--- config.mk ---
export PLATFORM = sky130hd
export DESIGN_NAME = stereo_gaze_servo_step
export DESIGN_NICKNAME = d
export VERILOG_FILES = /design/src/rtl/sgs_pkg.sv /design/src/rtl/stereo_gaze_servo_step.sv /design/src/rtl/sgs_cordic.sv /design/src/rtl/sgs_mul.sv
export SDC_FILE = /design/constraint.sdc
export NUM_CORES = 2
export LEC_CHECK = 0
export BUFFER_PORTS_ARGS = -buffer_cell sky130_fd_sc_hd__clkbuf_2
export CORE_ASPECT_RATIO = 1.75
export CORE_UTILIZATION = 51
export CTS_BUF_LIST = sky130_fd_sc_hd__clkbuf_8 sky130_fd_sc_hd__clkbuf_16
export DETAILED_ROUTE_END_ITERATION = 16
export PLACE_DENSITY_LB_ADDON = 0.2
export SLEW_MARGIN = 15
export SYNTH_ARGS = -nofsm -noshare
export SYNTH_HDL_FRONTEND = slang
export SYNTH_SLANG_ARGS = --single-unit
--- constraint.sdc ---
create_clock -name clk -period 10.54 [get_ports clk]
set_input_delay 2.108 -clock clk [delete_from_list [all_inputs] [get_ports clk]]
set_output_delay 2.108 -clock clk [all_outputs]
set_load 0.1 [all_outputs]
--- src/rtl/sgs_pkg.sv ---
`default_nettype none

package sgs_pkg;

    // Field and datapath widths
    localparam int PIX_W      = 12;
    localparam int STEP_W     = 16;
    localparam int TOL_W      = 8;
    localparam int ANG_W      = 20;
    localparam int RAD_W      = 20;
    localparam int OUT_W      = 21;
    localparam int ERR_W      = 15;
    localparam int Z_W        = 21;
    localparam int XY_W       = 32;
    localparam int CFG_IDX_W  = 2;
    localparam int CFG_DATA_W = 16;

    // Shared multiplier: signed A by Q30 B, product taken down by 30
    localparam int MUL_A_W     = 23;
    localparam int MUL_SPLIT   = 16;
    localparam int MUL_PP_W    = MUL_A_W + MUL_SPLIT + 1;
    localparam int MUL_P_W     = MUL_A_W + XY_W;
    localparam int MUL_SHIFT   = 30;
    localparam int MUL_R_W     = MUL_P_W - MUL_SHIFT;

    // Arctangent table
    localparam int ATAN_LEN   = 24;
    localparam int ATAN_IDX_W = $clog2(ATAN_LEN);

    // Register indexes on the configuration port
    typedef enum logic [CFG_IDX_W-1:0] {
        REG_STEP_SIZE    = 2'd0,
        REG_HALF_TOL     = 2'd1,
        REG_IMAGE_WIDTH  = 2'd2,
        REG_IMAGE_HEIGHT = 2'd3
    } cfg_reg_t;

    // Configuration reset values
    localparam logic [STEP_W-1:0] STEP_SIZE_RST    = 16'd655;
    localparam logic [TOL_W-1:0]  HALF_TOL_RST     = 8'd1;
    localparam logic [PIX_W-1:0]  IMAGE_WIDTH_RST  = 12'd640;
    localparam logic [PIX_W-1:0]  IMAGE_HEIGHT_RST = 12'd480;

    // Gaze state reset values and limits (Q16)
    localparam logic signed [ANG_W-1:0] ANGLE_RST  = 20'sd102943;
    localparam logic [RAD_W-1:0]        RADIUS_RST = 20'd52429;
    localparam logic signed [ANG_W-1:0] ANG_MAX    = 20'sd524287;
    localparam logic signed [ANG_W-1:0] ANG_MIN    = -20'sd524288;
    localparam logic [RAD_W-1:0]        RAD_MAX    = 20'd1048575;
    localparam logic signed [OUT_W-1:0] OUT_MAX    = 21'sd1048575;
    localparam logic signed [OUT_W-1:0] OUT_MIN    = -21'sd1048576;

    // Angle range reduction constants (Q16)
    localparam logic signed [Z_W-1:0] PI_Q16          = 21'sd205887;
    localparam logic signed [Z_W-1:0] NEG_PI_Q16      = -21'sd205887;
    localparam logic signed [Z_W-1:0] TWO_PI_Q16      = 21'sd411775;
    localparam logic signed [Z_W-1:0] HALF_PI_Q16     = 21'sd102944;
    localparam logic signed [Z_W-1:0] NEG_HALF_PI_Q16 = -21'sd102944;

    // CORDIC start vector, gain already folded in (Q30)
    localparam logic signed [XY_W-1:0] CORDIC_GAIN_Q30 = 32'sd652032874;

    // Sine and cosine pair, Q30
    typedef struct packed {
        logic signed [XY_W-1:0] sin_q30;
        logic signed [XY_W-1:0] cos_q30;
    } trig_t;

    // Rounded arctangent of 2^-i in Q16, zero past the seventeenth entry
    function automatic logic [15:0] atan_q16(input logic [ATAN_IDX_W-1:0] idx);
        logic [15:0] v;
        case (idx)
            5'd0:    v = 16'd51472;
            5'd1:    v = 16'd30386;
            5'd2:    v = 16'd16055;
            5'd3:    v = 16'd8150;
            5'd4:    v = 16'd4091;
            5'd5:    v = 16'd2047;
            5'd6:    v = 16'd1024;
            5'd7:    v = 16'd512;
            5'd8:    v = 16'd256;
            5'd9:    v = 16'd128;
            5'd10:   v = 16'd64;
            5'd11:   v = 16'd32;
            5'd12:   v = 16'd16;
            5'd13:   v = 16'd8;
            5'd14:   v = 16'd4;
            5'd15:   v = 16'd2;
            5'd16:   v = 16'd1;
            default: v = 16'd0;
        endcase
        return v;
    endfunction

endpackage

`default_nettype wire

--- src/rtl/stereo_gaze_servo_step.sv ---
// Stereo gaze servo, one tick per input beat.
// Input channel (in_valid/in_ready) carries the start bit, both visibility
// flags and both blob centroids. Output channel (out_valid/out_ready) carries
// the Cartesian fixation point and the still_active and stepped flags; every
// input beat gives exactly one output beat. The configuration channel
// (cfg_valid/cfg_ready, cfg_index, cfg_data) is always ready and should be
// written only while no tick is in flight.
// An active tick first runs the error and update stages; an inactive tick
// skips them. Then the single CORDIC unit runs polar then azimuth, one
// rotation per cycle, followed by four passes through the shared
// multiplier, each adding a low and a high partial product.
// in_ready is high only while the block waits for a tick, so one tick is in
// flight at a time, and the next is taken once its result is registered.
// The finished beat sits in an output register: the next tick is taken while
// it waits, and a new result is held back until the receiver has drained the
// previous one.
// Reset clears the output register and returns the gaze to polar and azimuth
// pi/2, radius 0.8 m, servo inactive, with default register values.
`default_nettype none

module stereo_gaze_servo_step #(
    parameter int CORDIC_ITERATIONS = 16
) (
    input  wire logic                                    clk,
    input  wire logic                                    rst_n,
    // Tick input
    input  wire logic                                    in_valid,
    output logic                                         in_ready,
    input  wire logic                                    start_req,
    input  wire logic                                    left_visible,
    input  wire logic [sgs_pkg::PIX_W-1:0]               left_x,
    input  wire logic [sgs_pkg::PIX_W-1:0]               left_y,
    input  wire logic                                    right_visible,
    input  wire logic [sgs_pkg::PIX_W-1:0]               right_x,
    input  wire logic [sgs_pkg::PIX_W-1:0]               right_y,
    // Result output
    output logic                                         out_valid,
    input  wire logic                                    out_ready,
    output logic signed [sgs_pkg::OUT_W-1:0]             fixation_x,
    output logic signed [sgs_pkg::OUT_W-1:0]             fixation_y,
    output logic signed [sgs_pkg::OUT_W-1:0]             fixation_z,
    output logic                                         still_active,
    output logic                                         stepped,
    // Configuration writes
    input  wire logic                                    cfg_valid,
    output logic                                         cfg_ready,
    input  wire logic [sgs_pkg::CFG_IDX_W-1:0]           cfg_index,
    input  wire logic [sgs_pkg::CFG_DATA_W-1:0]          cfg_data
);

    typedef enum logic [3:0] {
        S_IDLE,
        S_ERR,
        S_UPD,
        S_CPOL,
        S_WPOL,
        S_CAZ,
        S_WAZ,
        S_M_T,
        S_W_T,
        S_M_Y,
        S_W_Y,
        S_M_X,
        S_W_X,
        S_M_Z,
        S_W_Z,
        S_FIN
    } seq_state_t;

    localparam int ERR_W = sgs_pkg::ERR_W;

    // Configuration registers
    logic [sgs_pkg::STEP_W-1:0]             step_size_reg;
    logic [sgs_pkg::TOL_W-1:0]              half_tol_reg;
    logic [sgs_pkg::PIX_W-1:0]              width_reg;
    logic [sgs_pkg::PIX_W-1:0]              height_reg;

    // Gaze state
    seq_state_t                             state_reg;
    logic signed [sgs_pkg::ANG_W-1:0]       polar_reg;
    logic signed [sgs_pkg::ANG_W-1:0]       azim_reg;
    logic [sgs_pkg::RAD_W-1:0]              radius_reg;
    logic                                   active_reg;
    logic                                   stepped_reg;

    // Captured tick
    logic                                   both_vis_reg;
    logic [sgs_pkg::PIX_W-1:0]              lx_reg;
    logic [sgs_pkg::PIX_W-1:0]              ly_reg;
    logic [sgs_pkg::PIX_W-1:0]              rx_reg;
    logic [sgs_pkg::PIX_W-1:0]              ry_reg;

    // Step decisions
    logic                                   pol_move_reg;
    logic                                   pol_up_reg;
    logic                                   az_move_reg;
    logic                                   az_up_reg;
    logic                                   rad_move_reg;
    logic                                   rad_up_reg;
    logic                                   all_centred_reg;

    // Trig and product intermediates
    sgs_pkg::trig_t                         pol_trig_reg;
    sgs_pkg::trig_t                         az_trig_reg;
    logic signed [sgs_pkg::MUL_A_W-1:0]     t_reg;
    logic signed [sgs_pkg::OUT_W-1:0]       fx_reg;
    logic signed [sgs_pkg::OUT_W-1:0]       fy_reg;
    logic signed [sgs_pkg::OUT_W-1:0]       fz_reg;

    // Output register
    logic                                   out_valid_reg;
    logic signed [sgs_pkg::OUT_W-1:0]       fixation_x_reg;
    logic signed [sgs_pkg::OUT_W-1:0]       fixation_y_reg;
    logic signed [sgs_pkg::OUT_W-1:0]       fixation_z_reg;
    logic                                   still_active_reg;
    logic                                   stepped_out_reg;

    // Combinational
    logic [sgs_pkg::PIX_W:0]                y_sum;
    logic signed [ERR_W-1:0]                lx_s;
    logic signed [ERR_W-1:0]                err_pol;
    logic signed [ERR_W-1:0]                extr;
    logic signed [ERR_W-1:0]                err_az;
    logic signed [ERR_W-1:0]                err_rad;
    logic [ERR_W-1:0]                       tol_ext;
    logic                                   pol_out;
    logic                                   az_out;
    logic                                   rad_out;
    logic signed [sgs_pkg::ANG_W:0]         inc_s;
    logic signed [sgs_pkg::ANG_W:0]         pol_sum;
    logic signed [sgs_pkg::ANG_W:0]         az_sum;
    logic signed [sgs_pkg::RAD_W+1:0]       rinc_s;
    logic signed [sgs_pkg::RAD_W+1:0]       rad_sum;
    logic signed [sgs_pkg::ANG_W-1:0]       polar_next;
    logic signed [sgs_pkg::ANG_W-1:0]       azim_next;
    logic [sgs_pkg::RAD_W-1:0]              radius_next;

    logic                                   cor_start;
    logic                                   cor_done;
    logic signed [sgs_pkg::ANG_W-1:0]       cor_angle;
    sgs_pkg::trig_t                         cor_result;
    logic                                   mul_start;
    logic                                   mul_done;
    logic signed [sgs_pkg::MUL_A_W-1:0]     mul_a;
    logic signed [sgs_pkg::XY_W-1:0]        mul_b;
    logic signed [sgs_pkg::MUL_R_W-1:0]     mul_res;
    logic signed [sgs_pkg::MUL_R_W:0]       mul_res_ext;
    logic signed [sgs_pkg::MUL_R_W:0]       mul_res_neg;

    function automatic logic [ERR_W-1:0] mag(input logic signed [ERR_W-1:0] v);
        logic [ERR_W-1:0] m;
        if (v[ERR_W-1])
            m = ERR_W'(-v);
        else
            m = v;
        return m;
    endfunction

    function automatic logic signed [sgs_pkg::ANG_W-1:0] sat_angle(
        input logic signed [sgs_pkg::ANG_W:0] v
    );
        logic signed [sgs_pkg::ANG_W-1:0] r;
        if (v > sgs_pkg::ANG_MAX)
            r = sgs_pkg::ANG_MAX;
        else if (v < sgs_pkg::ANG_MIN)
            r = sgs_pkg::ANG_MIN;
        else
            r = v[sgs_pkg::ANG_W-1:0];
        return r;
    endfunction

    function automatic logic signed [sgs_pkg::OUT_W-1:0] sat_out(
        input logic signed [sgs_pkg::MUL_R_W:0] v
    );
        logic signed [sgs_pkg::OUT_W-1:0] r;
        if (v > sgs_pkg::OUT_MAX)
            r = sgs_pkg::OUT_MAX;
        else if (v < sgs_pkg::OUT_MIN)
            r = sgs_pkg::OUT_MIN;
        else
            r = v[sgs_pkg::OUT_W-1:0];
        return r;
    endfunction

    // Shared units
    sgs_cordic #(
        .ITERATIONS (CORDIC_ITERATIONS)
    ) u_cordic (
        .clk    (clk),
        .rst_n  (rst_n),
        .start  (cor_start),
        .angle  (cor_angle),
        .done   (cor_done),
        .result (cor_result)
    );

    sgs_mul u_mul (
        .clk    (clk),
        .rst_n  (rst_n),
        .start  (mul_start),
        .a      (mul_a),
        .b      (mul_b),
        .done   (mul_done),
        .result (mul_res)
    );

    // Pixel errors against the image centre and the right border distance
    always_comb
    begin
        y_sum   = {1'b0, ly_reg} + {1'b0, ry_reg};
        lx_s    = $signed({3'b0, lx_reg});
        err_pol = $signed({3'b0, y_sum[sgs_pkg::PIX_W:1]})
                  - $signed({4'b0, height_reg[sgs_pkg::PIX_W-1:1]});
        extr    = $signed({3'b0, width_reg}) - $signed({3'b0, rx_reg});
        err_az  = lx_s - extr;
        err_rad = lx_s - $signed({4'b0, width_reg[sgs_pkg::PIX_W-1:1]});
        tol_ext = {{(ERR_W - sgs_pkg::TOL_W){1'b0}}, half_tol_reg};
        pol_out = mag(err_pol) > tol_ext;
        az_out  = mag(err_az) > tol_ext;
        rad_out = mag(err_rad) > tol_ext;
    end

    // Saturating state updates
    always_comb
    begin
        inc_s   = $signed({5'b0, step_size_reg});
        rinc_s  = $signed({5'b0, step_size_reg, 1'b0});
        pol_sum = {polar_reg[sgs_pkg::ANG_W-1], polar_reg};
        az_sum  = {azim_reg[sgs_pkg::ANG_W-1], azim_reg};
        rad_sum = $signed({2'b0, radius_reg});
        if (pol_move_reg)
            pol_sum = pol_up_reg ? pol_sum + inc_s : pol_sum - inc_s;
        if (az_move_reg)
            az_sum = az_up_reg ? az_sum + inc_s : az_sum - inc_s;
        if (rad_move_reg)
            rad_sum = rad_up_reg ? rad_sum + rinc_s : rad_sum - rinc_s;
        polar_next = sat_angle(pol_sum);
        azim_next  = sat_angle(az_sum);
        if (rad_sum[sgs_pkg::RAD_W+1])
            radius_next = '0;
        else if (rad_sum > $signed({2'b0, sgs_pkg::RAD_MAX}))
            radius_next = sgs_pkg::RAD_MAX;
        else
            radius_next = rad_sum[sgs_pkg::RAD_W-1:0];
    end

    // Operand selection for the shared units
    always_comb
    begin
        cor_start = (state_reg == S_CPOL) || (state_reg == S_CAZ);
        cor_angle = (state_reg == S_CAZ) ? azim_reg : polar_reg;
        mul_start = (state_reg == S_M_T) || (state_reg == S_M_Y)
                    || (state_reg == S_M_X) || (state_reg == S_M_Z);
        case (state_reg)
            S_M_T:
            begin
                mul_a = $signed({3'b0, radius_reg});
                mul_b = pol_trig_reg.sin_q30;
            end
            S_M_Y:
            begin
                mul_a = $signed({3'b0, radius_reg});
                mul_b = pol_trig_reg.cos_q30;
            end
            S_M_X:
            begin
                mul_a = t_reg;
                mul_b = az_trig_reg.cos_q30;
            end
            default:
            begin
                mul_a = t_reg;
                mul_b = az_trig_reg.sin_q30;
            end
        endcase
        mul_res_ext = {mul_res[sgs_pkg::MUL_R_W-1], mul_res};
        mul_res_neg = -mul_res_ext;
    end

    // Configuration writes
    always_ff @(posedge clk or negedge rst_n)
    begin
        if (!rst_n)
        begin
            step_size_reg <= sgs_pkg::STEP_SIZE_RST;
            half_tol_reg  <= sgs_pkg::HALF_TOL_RST;
            width_reg     <= sgs_pkg::IMAGE_WIDTH_RST;
            height_reg    <= sgs_pkg::IMAGE_HEIGHT_RST;
        end
        else if (cfg_valid)
        begin
            case (cfg_index)
                sgs_pkg::REG_STEP_SIZE:    step_size_reg <= cfg_data[sgs_pkg::STEP_W-1:0];
                sgs_pkg::REG_HALF_TOL:     half_tol_reg  <= cfg_data[sgs_pkg::TOL_W-1:0];
                sgs_pkg::REG_IMAGE_WIDTH:  width_reg     <= cfg_data[sgs_pkg::PIX_W-1:0];
                sgs_pkg::REG_IMAGE_HEIGHT: height_reg    <= cfg_data[sgs_pkg::PIX_W-1:0];
                default:                   ;
            endcase
        end
    end

    // Sequencer, gaze state and output register
    always_ff @(posedge clk or negedge rst_n)
    begin
        if (!rst_n)
        begin
            state_reg        <= S_IDLE;
            polar_reg        <= sgs_pkg::ANGLE_RST;
            azim_reg         <= sgs_pkg::ANGLE_RST;
            radius_reg       <= sgs_pkg::RADIUS_RST;
            active_reg       <= 1'b0;
            stepped_reg      <= 1'b0;
            both_vis_reg     <= 1'b0;
            lx_reg           <= '0;
            ly_reg           <= '0;
            rx_reg           <= '0;
            ry_reg           <= '0;
            pol_move_reg     <= 1'b0;
            pol_up_reg       <= 1'b0;
            az_move_reg      <= 1'b0;
            az_up_reg        <= 1'b0;
            rad_move_reg     <= 1'b0;
            rad_up_reg       <= 1'b0;
            all_centred_reg  <= 1'b0;
            pol_trig_reg     <= '0;
            az_trig_reg      <= '0;
            t_reg            <= '0;
            fx_reg           <= '0;
            fy_reg           <= '0;
            fz_reg           <= '0;
            out_valid_reg    <= 1'b0;
            fixation_x_reg   <= '0;
            fixation_y_reg   <= '0;
            fixation_z_reg   <= '0;
            still_active_reg <= 1'b0;
            stepped_out_reg  <= 1'b0;
        end
        else
        begin
            // Drop the result once taken, unless a new beat replaces it
            if (out_valid_reg && out_ready && (state_reg != S_FIN))
                out_valid_reg <= 1'b0;

            case (state_reg)
                S_IDLE:
                begin
                    if (in_valid)
                    begin
                        both_vis_reg <= left_visible && right_visible;
                        lx_reg       <= left_x;
                        ly_reg       <= left_y;
                        rx_reg       <= right_x;
                        ry_reg       <= right_y;
                        active_reg   <= active_reg || start_req;
                        stepped_reg  <= active_reg || start_req;
                        if (active_reg || start_req)
                            state_reg <= S_ERR;
                        else
                            state_reg <= S_CPOL;
                    end
                end
                S_ERR:
                begin
                    pol_move_reg    <= both_vis_reg && pol_out;
                    pol_up_reg      <= !err_pol[ERR_W-1];
                    az_move_reg     <= both_vis_reg && az_out;
                    az_up_reg       <= !(err_az > 0);
                    rad_move_reg    <= both_vis_reg && !az_out && rad_out;
                    rad_up_reg      <= err_rad[ERR_W-1];
                    all_centred_reg <= both_vis_reg && !pol_out && !az_out && !rad_out;
                    state_reg       <= S_UPD;
                end
                S_UPD:
                begin
                    polar_reg  <= polar_next;
                    azim_reg   <= azim_next;
                    radius_reg <= radius_next;
                    active_reg <= !all_centred_reg;
                    state_reg  <= S_CPOL;
                end
                S_CPOL:
                begin
                    state_reg <= S_WPOL;
                end
                S_WPOL:
                begin
                    if (cor_done)
                    begin
                        pol_trig_reg <= cor_result;
                        state_reg    <= S_CAZ;
                    end
                end
                S_CAZ:
                begin
                    state_reg <= S_WAZ;
                end
                S_WAZ:
                begin
                    if (cor_done)
                    begin
                        az_trig_reg <= cor_result;
                        state_reg   <= S_M_T;
                    end
                end
                S_M_T:
                begin
                    state_reg <= S_W_T;
                end
                S_W_T:
                begin
                    if (mul_done)
                    begin
                        t_reg     <= mul_res[sgs_pkg::MUL_A_W-1:0];
                        state_reg <= S_M_Y;
                    end
                end
                S_M_Y:
                begin
                    state_reg <= S_W_Y;
                end
                S_W_Y:
                begin
                    if (mul_done)
                    begin
                        fy_reg    <= sat_out(mul_res_neg);
                        state_reg <= S_M_X;
                    end
                end
                S_M_X:
                begin
                    state_reg <= S_W_X;
                end
                S_W_X:
                begin
                    if (mul_done)
                    begin
                        fx_reg    <= sat_out(mul_res_ext);
                        state_reg <= S_M_Z;
                    end
                end
                S_M_Z:
                begin
                    state_reg <= S_W_Z;
                end
                S_W_Z:
                begin
                    if (mul_done)
                    begin
                        fz_reg    <= sat_out(mul_res_ext);
                        state_reg <= S_FIN;
                    end
                end
                S_FIN:
                begin
                    // Hold until the output register is free
                    if (!out_valid_reg || out_ready)
                    begin
                        out_valid_reg    <= 1'b1;
                        fixation_x_reg   <= fx_reg;
                        fixation_y_reg   <= fy_reg;
                        fixation_z_reg   <= fz_reg;
                        still_active_reg <= active_reg;
                        stepped_out_reg  <= stepped_reg;
                        state_reg        <= S_IDLE;
                    end
                end
                default:
                begin
                    state_reg <= S_IDLE;
                end
            endcase
        end
    end

    assign in_ready     = (state_reg == S_IDLE);
    assign cfg_ready    = 1'b1;
    assign out_valid    = out_valid_reg;
    assign fixation_x   = fixation_x_reg;
    assign fixation_y   = fixation_y_reg;
    assign fixation_z   = fixation_z_reg;
    assign still_active = still_active_reg;
    assign stepped      = stepped_out_reg;

    // The CORDIC only finishes while the sequencer waits on it
    a_cor_done_waited: assert property (@(posedge clk) disable iff (!rst_n)
        cor_done |-> (state_reg == S_WPOL || state_reg == S_WAZ))
        else $error("CORDIC finished outside a wait state");

    // The multiplier only finishes while the sequencer waits on it
    a_mul_done_waited: assert property (@(posedge clk) disable iff (!rst_n)
        mul_done |-> (state_reg == S_W_T || state_reg == S_W_Y
                      || state_reg == S_W_X || state_reg == S_W_Z))
        else $error("multiplier finished outside a wait state");

    // An inactive tick skips the step and goes straight to the trig pass
    a_idle_tick_skips: assert property (@(posedge clk) disable iff (!rst_n)
        (in_valid && in_ready && !active_reg && !start_req) |=> (state_reg == S_CPOL))
        else $error("inactive tick entered the step stages");

    // A tick without a step never reports the servo as active
    a_no_step_inactive: assert property (@(posedge clk) disable iff (!rst_n)
        (out_valid && !stepped) |-> !still_active)
        else $error("still_active set on a tick without a step");

endmodule

`default_nettype wire

--- src/rtl/sgs_cordic.sv ---
`default_nettype none

module sgs_cordic #(
    parameter int ITERATIONS = 16
) (
    input  wire logic                             clk,
    input  wire logic                             rst_n,
    input  wire logic                             start,
    input  wire logic signed [sgs_pkg::ANG_W-1:0] angle,
    output logic                                  done,
    output sgs_pkg::trig_t                        result
);

    localparam int ITER_W = $clog2(ITERATIONS);

    typedef enum logic [2:0] {
        C_IDLE,
        C_RED0,
        C_RED1,
        C_FOLD,
        C_ITER,
        C_SIGN,
        C_DONE
    } cor_state_t;

    cor_state_t                            state_reg;
    logic signed [sgs_pkg::Z_W-1:0]        z_reg;
    logic signed [sgs_pkg::XY_W-1:0]       x_reg;
    logic signed [sgs_pkg::XY_W-1:0]       y_reg;
    logic                                  neg_reg;
    logic [ITER_W-1:0]                     iter_reg;

    logic signed [sgs_pkg::XY_W-1:0]       dx;
    logic signed [sgs_pkg::XY_W-1:0]       dy;
    logic signed [sgs_pkg::Z_W-1:0]        atan_step;
    logic signed [sgs_pkg::Z_W-1:0]        z_wrapped;

    // Fold the angle once into [-pi, pi]
    function automatic logic signed [sgs_pkg::Z_W-1:0] wrap_pass(
        input logic signed [sgs_pkg::Z_W-1:0] v
    );
        logic signed [sgs_pkg::Z_W-1:0] w;
        w = v;
        if (w > sgs_pkg::PI_Q16)
            w = w - sgs_pkg::TWO_PI_Q16;
        if (w < sgs_pkg::NEG_PI_Q16)
            w = w + sgs_pkg::TWO_PI_Q16;
        return w;
    endfunction

    // Shifted cross terms and table angle for this iteration
    always_comb
    begin
        dx        = y_reg >>> iter_reg;
        dy        = x_reg >>> iter_reg;
        atan_step = $signed({5'b0, sgs_pkg::atan_q16(sgs_pkg::ATAN_IDX_W'(iter_reg))});
        z_wrapped = wrap_pass(z_reg);
    end

    // Sequence reduction, rotations and sign fix-up
    always_ff @(posedge clk or negedge rst_n)
    begin
        if (!rst_n)
        begin
            state_reg <= C_IDLE;
            z_reg     <= '0;
            x_reg     <= '0;
            y_reg     <= '0;
            neg_reg   <= 1'b0;
            iter_reg  <= '0;
        end
        else
        begin
            case (state_reg)
                C_IDLE:
                begin
                    if (start)
                    begin
                        z_reg     <= {angle[sgs_pkg::ANG_W-1], angle};
                        x_reg     <= sgs_pkg::CORDIC_GAIN_Q30;
                        y_reg     <= '0;
                        neg_reg   <= 1'b0;
                        state_reg <= C_RED0;
                    end
                end
                C_RED0:
                begin
                    z_reg     <= z_wrapped;
                    state_reg <= C_RED1;
                end
                C_RED1:
                begin
                    z_reg     <= z_wrapped;
                    state_reg <= C_FOLD;
                end
                C_FOLD:
                begin
                    // Bring the angle into the right half plane
                    if (z_reg > sgs_pkg::HALF_PI_Q16)
                    begin
                        z_reg   <= z_reg - sgs_pkg::PI_Q16;
                        neg_reg <= 1'b1;
                    end
                    else if (z_reg < sgs_pkg::NEG_HALF_PI_Q16)
                    begin
                        z_reg   <= z_reg + sgs_pkg::PI_Q16;
                        neg_reg <= 1'b1;
                    end
                    iter_reg  <= '0;
                    state_reg <= C_ITER;
                end
                C_ITER:
                begin
                    if (!z_reg[sgs_pkg::Z_W-1])
                    begin
                        x_reg <= x_reg - dx;
                        y_reg <= y_reg + dy;
                        z_reg <= z_reg - atan_step;
                    end
                    else
                    begin
                        x_reg <= x_reg + dx;
                        y_reg <= y_reg - dy;
                        z_reg <= z_reg + atan_step;
                    end
                    if (iter_reg == ITER_W'(ITERATIONS - 1))
                        state_reg <= C_SIGN;
                    else
                        iter_reg <= iter_reg + 1'b1;
                end
                C_SIGN:
                begin
                    if (neg_reg)
                    begin
                        x_reg <= -x_reg;
                        y_reg <= -y_reg;
                    end
                    state_reg <= C_DONE;
                end
                C_DONE:
                begin
                    state_reg <= C_IDLE;
                end
                default:
                begin
                    state_reg <= C_IDLE;
                end
            endcase
        end
    end

    assign done           = (state_reg == C_DONE);
    assign result.sin_q30 = y_reg;
    assign result.cos_q30 = x_reg;

endmodule

`default_nettype wire

--- src/rtl/sgs_mul.sv ---
`default_nettype none

module sgs_mul (
    input  wire logic                                clk,
    input  wire logic                                rst_n,
    input  wire logic                                start,
    input  wire logic signed [sgs_pkg::MUL_A_W-1:0]  a,
    input  wire logic signed [sgs_pkg::XY_W-1:0]     b,
    output logic                                     done,
    output logic signed [sgs_pkg::MUL_R_W-1:0]       result
);

    typedef enum logic [1:0] {
        M_IDLE,
        M_LO,
        M_HI,
        M_DONE
    } mul_state_t;

    mul_state_t                               state_reg;
    logic signed [sgs_pkg::MUL_A_W-1:0]       a_reg;
    logic signed [sgs_pkg::XY_W-1:0]          b_reg;
    logic signed [sgs_pkg::MUL_P_W-1:0]       acc_reg;

    logic signed [sgs_pkg::MUL_SPLIT:0]       b_part;
    logic signed [sgs_pkg::MUL_PP_W-1:0]      pp;
    logic signed [sgs_pkg::MUL_P_W-1:0]       pp_ext;

    // One narrow product a cycle: low half of B unsigned, then high half signed
    always_comb
    begin
        if (state_reg == M_LO)
            b_part = $signed({1'b0, b_reg[sgs_pkg::MUL_SPLIT-1:0]});
        else
            b_part = $signed({b_reg[sgs_pkg::XY_W-1],
                              b_reg[sgs_pkg::XY_W-1:sgs_pkg::MUL_SPLIT]});
        pp     = a_reg * b_part;
        pp_ext = {{(sgs_pkg::MUL_P_W - sgs_pkg::MUL_PP_W){pp[sgs_pkg::MUL_PP_W-1]}}, pp};
    end

    // Accumulate the two partial products
    always_ff @(posedge clk or negedge rst_n)
    begin
        if (!rst_n)
        begin
            state_reg <= M_IDLE;
            a_reg     <= '0;
            b_reg     <= '0;
            acc_reg   <= '0;
        end
        else
        begin
            case (state_reg)
                M_IDLE:
                begin
                    if (start)
                    begin
                        a_reg     <= a;
                        b_reg     <= b;
                        state_reg <= M_LO;
                    end
                end
                M_LO:
                begin
                    acc_reg   <= pp_ext;
                    state_reg <= M_HI;
                end
                M_HI:
                begin
                    acc_reg   <= acc_reg + (pp_ext <<< sgs_pkg::MUL_SPLIT);
                    state_reg <= M_DONE;
                end
                M_DONE:
                begin
                    state_reg <= M_IDLE;
                end
                default:
                begin
                    state_reg <= M_IDLE;
                end
            endcase
        end
    end

    // Floor shift by 30 is the top slice of the product
    assign done   = (state_reg == M_DONE);
    assign result = acc_reg[sgs_pkg::MUL_P_W-1:sgs_pkg::MUL_SHIFT];

endmodule

`default_nettype wire

==> qor.txt <==
Status - finished clean
Final Skew - 0.0347 ns
Cells after synthesis - 7076
F_max - 100 MHz
Synth Area in Simple Gates - 15.2%
I/O Buffers - 140
Clock sinks - 638
Post-synthesis xor/xnor area fraction - 5.79%
Vias post-DR - 52700
Seq/Total Area, Yosys - 25.4%
Placed cell area - 65200 um^2
Largest net degree at the start of global routing - 164
Worst slew pin tran - 1.14 ns
Area growth syn-to-layout - 7.00%
CP max FO - 10
Asr flop ratio synth - 100%
Reg2reg start - u_mul.state_reg[1]
Crit-path most repeated cell - fa_1
PwrDens - 85.7 nW/um^2
Setup crit end kind - flop
Global Route Usage Sum - 31.9%
Max-slew violation count - 0
Worst EP required - 11.08 ns
Worst reg-to-reg path cell count - 34
Final instance area - 67500 um^2
Clk pin slew, worst setup/hold paths - 0.06 ns
Final hold violations - 0
Full die area - 125000 um^2
Post-synthesis compound-gate area fraction - 16.4%
Crit path kind - flop to flop
RSZ-0062 raised after global routing - false
Detailed-route wire length - 197000 um
Post-Syn Nets - 7949
Reg2reg setup slack - 0.58 ns
Share of layout cells above drive strength 1 - 12.5%
Total power - 5.78 mW
Gpl congestion - 0.965
Number of synthesized register bits - 638
Gr ovfl total - 0
MaxCap Viol Count - 0
Synth Cell Area - 63100 um^2
Crit path time final - 9.96 ns
CTS Buf Count - 67
Initial core utilization - 51.4%
Mux cell area share after synthesis - 9.75%
Number of synthesized flops with an enable pin - 0
Highest cell delay on the worst timing path - 0.54 ns
Synth Area per Inst - 8.91 um^2
Detailed Place HPWL - 152000 um
Synth Area in Adders - 21.0%
Net count, final - 7856
Leak - 32.4 nW
Main combinational cell family by area after synthesis - adder cells
DR pass1 iterations - 7
CTS resizes - 0
Maximum VDD drop - 0.0000965 V
Ports - 142
Max_slew headroom - 22.0%
Hold Path Sink - u_mul.b_reg[3]
Initial antenna violation count - 5
Top_reg_cell synth - dfrtp_1
Vias in the first global route - 54200
Post-CTS Setup Repair Bufs - 0
Crit start category - flop
Initial DRC Count - 4031
Vias per Instance - 6.08
FF-to-FF End - u_mul.acc_reg[53]
Die Span X - 268 um
Clk_lat worst skew - 0.69 ns
DRC - 0
Yosys warning total - 0
Wire per inst - 22.8 um
Final Setup Violations - 0
TritonCTS clock tree - built
Synth unique cells - 103
CTS Buffer Depth - 3
Worst min-delay path class - flop to flop
CTS Root Cell - clkbuf_16
Std cell rows - 170
Slowest cell on crit path - fa_1
Setup TNS - 0 ns
Die H - 467 um
Hold Path Cell Cnt - 2
Tcrit/Tclk final - 94.5%
Hold Startpoint - u_mul.b_reg[3]
Routed Antenna Nets - 0
Critical Path AT - 10.50 ns
Htree depth - 3
First-pass GRT wire length - 306000 um
Post-CTS Hold Buffers - 0
CORE AREA - 123000 um^2
-- worst max-delay path, delay by kind of cell, from the launching register on --
kind / cells / cell delay (ns)
XOR/XNOR: 2 / 0.41
flip-flops: 1 / 0.40
adder cells (fa/ha/maj): 9 / 4.26
buffers and inverters: 4 / 0.47
AO/OA/AOI/OAI: 13 / 3.09
AND/OR/NAND/NOR: 6 / 1.19
-- cells by family after synthesis --
| logic type | after synthesis |
|---|---|
| adders and majority gates | 823 |
| xor gates and xnor gates | 414 |
| buffers and inverters | 1057 |
| muxes | 479 |
| and+or+nand+nor | 2002 |
| DFF | 638 |
| other | 1 |
| AOI/OAI and AO/OA | 1662 |
-- per-stage QoR --
stage                     hold WS, ns  instances  setup slack [ns]  utilization, %
after global routing            0.516       8670            0.0197            55.0
after global placement          0.463       8548            0.0807            53.1
after floorplan                 0.421       7076              1.31               -
final                           0.486       8671             0.582            55.0
after detailed placement        0.475       8548            0.0816            53.1
after CTS                       0.488       8669            0.0768            55.0
-- worst max-delay path by stage --
stage | slack [ns] | cells after the start | start | end
after floorplan | 1.31 | 38 | u_mul.state_reg[1] | u_mul.acc_reg[53]
after global routing | 0.02 | 35 | u_mul.state_reg[1] | u_mul.acc_reg[53]
after global placement | 0.08 | 32 | u_mul.state_reg[1] | u_mul.acc_reg[53]
final | 0.58 | 34 | u_mul.state_reg[1] | u_mul.acc_reg[53]
after detailed placement | 0.08 | 32 | u_mul.state_reg[1] | u_mul.acc_reg[53]
after CTS | 0.08 | 32 | u_mul.state_reg[1] | u_mul.acc_reg[53]
-- power breakdown --
group          total [mW]  switching [mW]  internal [mW]
clock network        2.53            1.13           1.40
registers            2.52          0.0346           2.49
logic               0.727           0.432          0.295
-- cells in the mapped netlist (all sizes together), types with 24 or more instances --
cell      n  share of area [%]
nand2   671                4.0
inv     649                3.9
dfrtp   598                 24
nor2    481                2.9
a21oi   479                3.8
o21ai   476                3.8
ha      400                7.9
fa      399                 13
clkbuf  328                2.0
mux2    311                5.6
xnor2   286                4.0
and2    163                1.6
nor3    153                1.2
xor2    126                1.7
a21o    111                1.3
nand3   109               0.86
nor2b   107                1.1
mux2i    91                1.4
mux4     77                2.7
buf      74               0.58
a31oi    70               0.69
nand2b   64               0.63
o21a     51               0.61
a21boi   49               0.58
a211oi   44               0.53
or3      42               0.42
dfstp    40                1.7
o21bai   35               0.42
and3     34               0.34
nor4     34               0.39
o211ai   34               0.40
a222oi   33               0.52
o31ai    31               0.37
nand4    29               0.30
o22ai    27               0.27
or2      26               0.26
a22oi    24               0.29
maj3     24               0.38
-- metal layers --
metal | track usage [%] | part of all wire, % | vias to the layer above
met3 | 3.92 | 4.6 | 640
li1 | - | - | 24300
met1 | 33.9 | 36 | 26100
met4 | 23.3 | 8.1 | 4
met5 | 0 | 0.012 | -
met2 | 57.4 | 52 | 1724
-- area by class of cell --
cell class                 count  area, um^2
sequential                   638       16000
timing repair buffer         240        1510
fill                       11300       55200
antenna                        2        5.00
inverter                     655        2460
tap                         1634        2040
clock inverter                47         504
clock buffer                  74        1770
multi-input combinational   5381       43200
-- layout by cell type (no fill, tap or decap), types with 40 or more instances in the layout --
| cell | n |
|---|---|
| dfrtp_1 | 593 |
| a21o_1 | 111 |
| fa_1 | 399 |
| nor2b_1 | 107 |
| xnor2_1 | 286 |
| and2_1 | 162 |
| nand2b_1 | 64 |
| clkbuf_16 | 67 |
| inv_1 | 660 |
| mux2_2 | 311 |
| a21boi_0 | 49 |
| nor3_1 | 145 |
| nor2_1 | 473 |
| a211oi_1 | 43 |
| a31oi_1 | 70 |
| nand2_1 | 668 |
| o21ai_0 | 470 |
| or3_1 | 41 |
| clkbuf_2 | 139 |
| nand3_1 | 107 |
| buf_4 | 96 |
| mux2i_1 | 89 |
| mux4_2 | 77 |
| ha_1 | 397 |
| o21a_1 | 51 |
| a21oi_1 | 479 |
| dfstp_2 | 40 |
| xor2_1 | 126 |
(Power assumes the default switching activity.)
